**config.mk**
```make
export PLATFORM = sky130hd
export DESIGN_NAME = bpa_ctrl
export DESIGN_NICKNAME = d
export VERILOG_FILES = /design/src/rtl/bpa_pkg.sv /design/src/rtl/bpa_ctrl.sv
export SDC_FILE = /design/constraint.sdc
export NUM_CORES = 1
export LEC_CHECK = 0
export BUFFER_PORTS_ARGS = -buffer_cell sky130_fd_sc_hd__buf_2
export CELL_PAD_IN_SITES_DETAIL_PLACEMENT = 0
export CELL_PAD_IN_SITES_GLOBAL_PLACEMENT = 1
export CORE_AREA = 2 2 39 41
export DETAILED_ROUTE_END_ITERATION = 12
export DIE_AREA = 0 0 41 43
export PLACE_DENSITY_LB_ADDON = 0.1
export SLEW_MARGIN = 20
export SYNTH_ARGS = -nofsm -noshare
export SYNTH_HDL_FRONTEND = slang
export SYNTH_SLANG_ARGS = --single-unit
```
**constraint.sdc**
```tcl
create_clock -name clock -period 2 [get_ports clock]
set_clock_uncertainty 0.2 [all_clocks]
set_input_delay 0.4 -clock clock [delete_from_list [all_inputs] [get_ports clock]]
set_output_delay 0.4 -clock clock [all_outputs]
set_load 0.005 [all_outputs]
```
**src/rtl/bpa_pkg.sv**
```systemverilog
package bpa_pkg;

   localparam int MAX_PAGES   = 65536;
   localparam int PAGE_BYTES  = 4096;
   localparam int PAGE_SHIFT  = $clog2(PAGE_BYTES);
   localparam int MAP_DEPTH   = (MAX_PAGES + 7) / 8;
   localparam int MAP_AW      = $clog2(MAP_DEPTH);
   localparam int PTR_W       = MAP_AW + 1;
   localparam int CNT_W       = $clog2(MAX_PAGES) + 1;
   localparam int ADDR_W      = 32;
   localparam int LEN_W       = 33;
   localparam int PG_W        = ADDR_W - PAGE_SHIFT;
   localparam int END_W       = LEN_W + 2 - PAGE_SHIFT;
   localparam int ACT_W       = 2;
   localparam int STAT_W      = 3;
   localparam int REQ_DATA_W  = ((ADDR_W + LEN_W + 7) / 8) * 8;
   localparam int RSP_DATA_W  = ((ADDR_W + CNT_W + 7) / 8) * 8;

   typedef enum logic [ACT_W-1:0] {
      ACT_ALLOC     = 2'd0,
      ACT_FREE      = 2'd1,
      ACT_MARK_USED = 2'd2,
      ACT_MARK_FREE = 2'd3
   } action_type;

   typedef enum logic [STAT_W-1:0] {
      STAT_OK           = 3'd0,
      STAT_OUT_OF_MEM   = 3'd1,
      STAT_IGNORED      = 3'd2,
      STAT_UNALIGNED    = 3'd3,
      STAT_OUT_OF_RANGE = 3'd4,
      STAT_DOUBLE_FREE  = 3'd5,
      STAT_NONE_FOUND   = 3'd6
   } status_type;

   // controller -> datapath
   typedef struct packed {
      logic latch;   // capture request word
      logic setup;   // checks, walk bounds
      logic walk;    // map read/modify/write pass
      logic clear;   // post-reset fill of the map
   } dp_cmd_type;

   // datapath -> controller
   typedef struct packed {
      logic clear_last;
      logic walk_done;
   } dp_stat_type;

endpackage

```
**src/rtl/bpa_ctrl.sv**
```systemverilog
module bpa_ctrl
   import bpa_pkg::*;
(
   input  logic        clock,
   input  logic        reset,
   input  logic        req_tvalid,
   output logic        req_tready,
   output logic        rsp_tvalid,
   input  logic        rsp_tready,
   input  dp_stat_type stat,
   output dp_cmd_type  cmd
);

   typedef enum logic [4:0] {
      S_CLEAR = 5'b00001,
      S_IDLE  = 5'b00010,
      S_SETUP = 5'b00100,
      S_WALK  = 5'b01000,
      S_RESP  = 5'b10000
   } state_type;

   state_type state_ff, state_in;

   always_comb begin
      state_in = state_ff;
      case (state_ff)
         S_CLEAR: if (stat.clear_last) state_in = S_IDLE;
         S_IDLE:  if (req_tvalid) state_in = S_SETUP;
         S_SETUP: state_in = S_WALK;
         S_WALK:  if (stat.walk_done) state_in = S_RESP;
         S_RESP:  if (rsp_tready) state_in = S_IDLE;
         default: state_in = S_CLEAR;
      endcase
   end

   always_ff @(posedge clock) begin
      if (reset) begin
         state_ff <= S_CLEAR;
      end else begin
         state_ff <= state_in;
      end
   end

   assign req_tready = (state_ff == S_IDLE);
   assign rsp_tvalid = (state_ff == S_RESP);

   assign cmd.latch = (state_ff == S_IDLE) && req_tvalid;
   assign cmd.setup = (state_ff == S_SETUP);
   assign cmd.walk  = (state_ff == S_WALK);
   assign cmd.clear = (state_ff == S_CLEAR);

endmodule

```
==> flow_metrics.env <==
export IMPL_synthToLayoutAreaGrowth_pct=30.77
export IMPL_syn_area_um2=374.1
export IMPL_vias=359
export IMPL_post_place_ws_ns=0.1193
export IMPL_drive_gt1_frac=0.4310
export IMPL_synth_top_area_frac=0.2676
export IMPL_p_leak_nw=0.2344
export IMPL_min_period_ns=1.941
export IMPL_grt_pass1_vias=375
export IMPL_synthAdderAreaFrac=0
export IMPL_internal_power_mw=0.3519
export IMPL_ys_seq_area_frac=0.2676
export IMPL_cts_clk_slew_worst_paths_ns=0.05
export IMPL_finalNetCount=65
export IMPL_portBuffers=11
export IMPL_globalRouteOverflowTotal=0
export IMPL_ir_drop_mv=0.3598
export IMPL_multi_input_area_um2=256.5
export IMPL_dp_hpwl_um=705.3
export IMPL_synth_enable_flop_cells=0
export IMPL_clock_path_buffers=2
export IMPL_htreeDepth=1
export IMPL_die_area_um2=1763
export IMPL_status="finished, final reports clean"
export IMPL_max_slew_margin_rel=0.7825
export IMPL_worstMarginPinSlew_ns=0.3255
export IMPL_clk_latency_ns=0.25
export IMPL_antenna_found_initial=0
export IMPL_synth_avg_cell_area_um2=8.700
export IMPL_crit_path_start_kind="flop"
export IMPL_fillCellCount=154
export IMPL_cp_end_kind="output pin"
export IMPL_p_total_mw=0.5477
export IMPL_crit_arrival_ns=1.34
export IMPL_critPathMaxFanout=5
export IMPL_top_register="state_ff"
export IMPL_power_frac_comb=0.515
export IMPL_required_ns=1.40
export IMPL_synth_area_top_cells="dfxtp_1 27%, mux2_4 8.0%, o311ai_4 7.0%"
export IMPL_finalMaxSlewViolations=0
export IMPL_hp_class="in2reg"
export IMPL_synthFlopType="dfxtp_1"
export IMPL_placed_cell_area_um2=449.2
export IMPL_yosys_register_bits=5
export IMPL_wl_per_cell_um=11.93
export IMPL_initial_core_util=0.2703
export IMPL_tritoncts="yes"
export IMPL_yosys_area_top_type="dfxtp_1"
export IMPL_drt_iter0_markers=7
export IMPL_rows=14
export IMPL_startpoint="state_ff[2]"
export IMPL_numClockSinks=5
export IMPL_fin_ws_ns=0.05877
export IMPL_wl_um=883
export IMPL_ios=12
export IMPL_critPathKind="reg2out"
export IMPL_tns_ns=0
export IMPL_synth_xor_area_frac=0.02341
export IMPL_maxCapViolations=0
export IMPL_setup_viol=0
export IMPL_synthCells=43
export IMPL_yosys_area_share_simple=0.3880
export IMPL_synth_top_family_by_area="simple AND/OR/NAND/NOR gates"
export IMPL_synth_compound_gate_area_share=0.1605
export IMPL_grt_max_degree=9
export IMPL_syn_nets=49
export IMPL_power_density_nw_per_um2=1120
export IMPL_min_period_over_period=0.9706
export IMPL_max_freq_mhz=515.1
export IMPL_top_regs="state_ff (5)"
export IMPL_p_sw_frac=0.3575
export IMPL_cts_root_buf="clkbuf_4"
export IMPL_utilization=0.3535
export IMPL_min_from="reset"
export IMPL_rsz0062_at_grt="no"
export IMPL_p_seq_frac=0.267
export IMPL_power_clock_fraction=0.218
export IMPL_yosys_cell_types_count=24
export IMPL_hold_viol_final=0
export IMPL_cts_buffers=3
export IMPL_die_x_um=41
export IMPL_die_h_um=43
export IMPL_viasPerCell=4.851
export IMPL_route_detailed_drc=0
export IMPL_gp_congestion=0.7810
export IMPL_power_switching_mw=0.1958
export IMPL_r2r_start="state_ff[2]"
export IMPL_cts_setup_buffers=0
export IMPL_drt_pass1_iterations=2
export IMPL_ys_async_sr_fraction=0
export IMPL_antenna_cells=0
export IMPL_largest_register_ffs=5
export IMPL_yosysWarnings=0
export IMPL_final_cell_area_um2=489.2
export IMPL_grt_util_all_layers=0.1325
export IMPL_ant_nets=0
export IMPL_grt_pass1_wl_mm=1.504
export IMPL_synthMuxAreaShare=0.08027
export IMPL_seq_area_um2=101.3
export IMPL_coreArea_um2=1384
worst max-delay path, cell delays in order, from the launching register on:
cell	delay, ns
dfxtp_2	0.33
or3_4	0.39
buf_4	0.17
nor2_1	0.10
buf_2	0.11
power groups by stage:
stage          Sequential (mW)  Clock [mW]  Combinational [mW]
6_report                 0.146       0.119               0.282
5_1_grt                  0.150       0.129               0.310
4_1_cts                  0.144       0.125               0.270
3_3_place_gp             0.146           0               0.260
3_5_place_dp             0.146           0               0.269
2_1_floorplan            0.147           0               0.197
area by class of cell:
type / count / area share
flip-flops and latches: 5 / 0.2072
well taps: 16 / 0.04092
inverters: 2 / 0.01535
multi-input cells: 33 / 0.5243
clock buffers: 4 / 0.05371
repair buffers: 14 / 0.1586
per-layer routing:
layer  vias to the layer above  GRT usage  wire, um
met4                         0     0.1000        26
met1                       164     0.1511       398
met5                         -          0         0
met2                        11     0.1906       415
li1                        180          -         -
met3                         4    0.04712        41
synthesized netlist by cell type, types with 2 or more instances:
| library cell | count |
|---|---|
| dfxtp_1 | 5 |
| nor2_1 | 5 |
| nand3b_1 | 3 |
| nor2b_1 | 3 |
| nor3_1 | 3 |
| nor3b_1 | 3 |
| inv_1 | 2 |
| mux2_4 | 2 |
| nand2b_1 | 2 |
per-stage QoR:
step	hold slack [ns]	std cells
after global placement	0.4005	70
after global routing	0.2273	74
final	0.2255	74
after CTS	0.2214	74
after floorplan	0.2761	43
after detailed placement	0.4095	70
cell usage in the layout (no fill, tap or decap):
| master | Yosys | routed |
|---|---|---|
| nor3_2 | 0 | 1 |
| nand3b_1 | 3 | 3 |
| or3_4 | 1 | 2 |
| mux2_4 | 2 | 2 |
| clkbuf_1 | 1 | 1 |
| buf_2 | 0 | 11 |
| dfxtp_1 | 5 | 4 |
| nand3_1 | 1 | 1 |
| nor2b_1 | 3 | 3 |
| nand2b_1 | 2 | 2 |
| nor2_2 | 0 | 1 |
| clkbuf_4 | 0 | 3 |
| and2_1 | 1 | 1 |
| o21ai_0 | 1 | 1 |
| o2bb2ai_1 | 1 | 1 |
| nor3_1 | 3 | 2 |
| a211oi_1 | 1 | 1 |
| o21ai_1 | 1 | 1 |
| and3_1 | 1 | 1 |
| inv_1 | 2 | 2 |
| nor3b_1 | 3 | 3 |
| o211ai_1 | 1 | 1 |
| buf_4 | 1 | 3 |
| o311ai_4 | 1 | 1 |
| xor2_1 | 1 | 1 |
| dfxtp_2 | 0 | 1 |
| nor2_1 | 5 | 4 |
worst paths after layout:
check	endpoint	slack, ns	depth (start not counted)
worst max-delay path	cmd[0]	0.06	4
worst min-delay path	state_ff[2]	0.23	2
worst max register to register	state_ff[4]	0.12	4
worst min register to register	state_ff[3]	0.41	2
logic make-up (layout without fill, tap and decap cells):
kind of cell / count (synthesis) / after routing
xor+xnor: 1 / 1
mux: 2 / 2
flops: 5 / 5
simple gates: 24 / 24
buf+inv: 5 / 20
compound gates: 6 / 6
repair_timing:
action,in CTS,in global routing
hold buffers,0,0
hold endpoints to repair,0,0
setup endpoints to repair,0,3
gates resized for setup,0,4
Power figures use the tool's default switching activity.
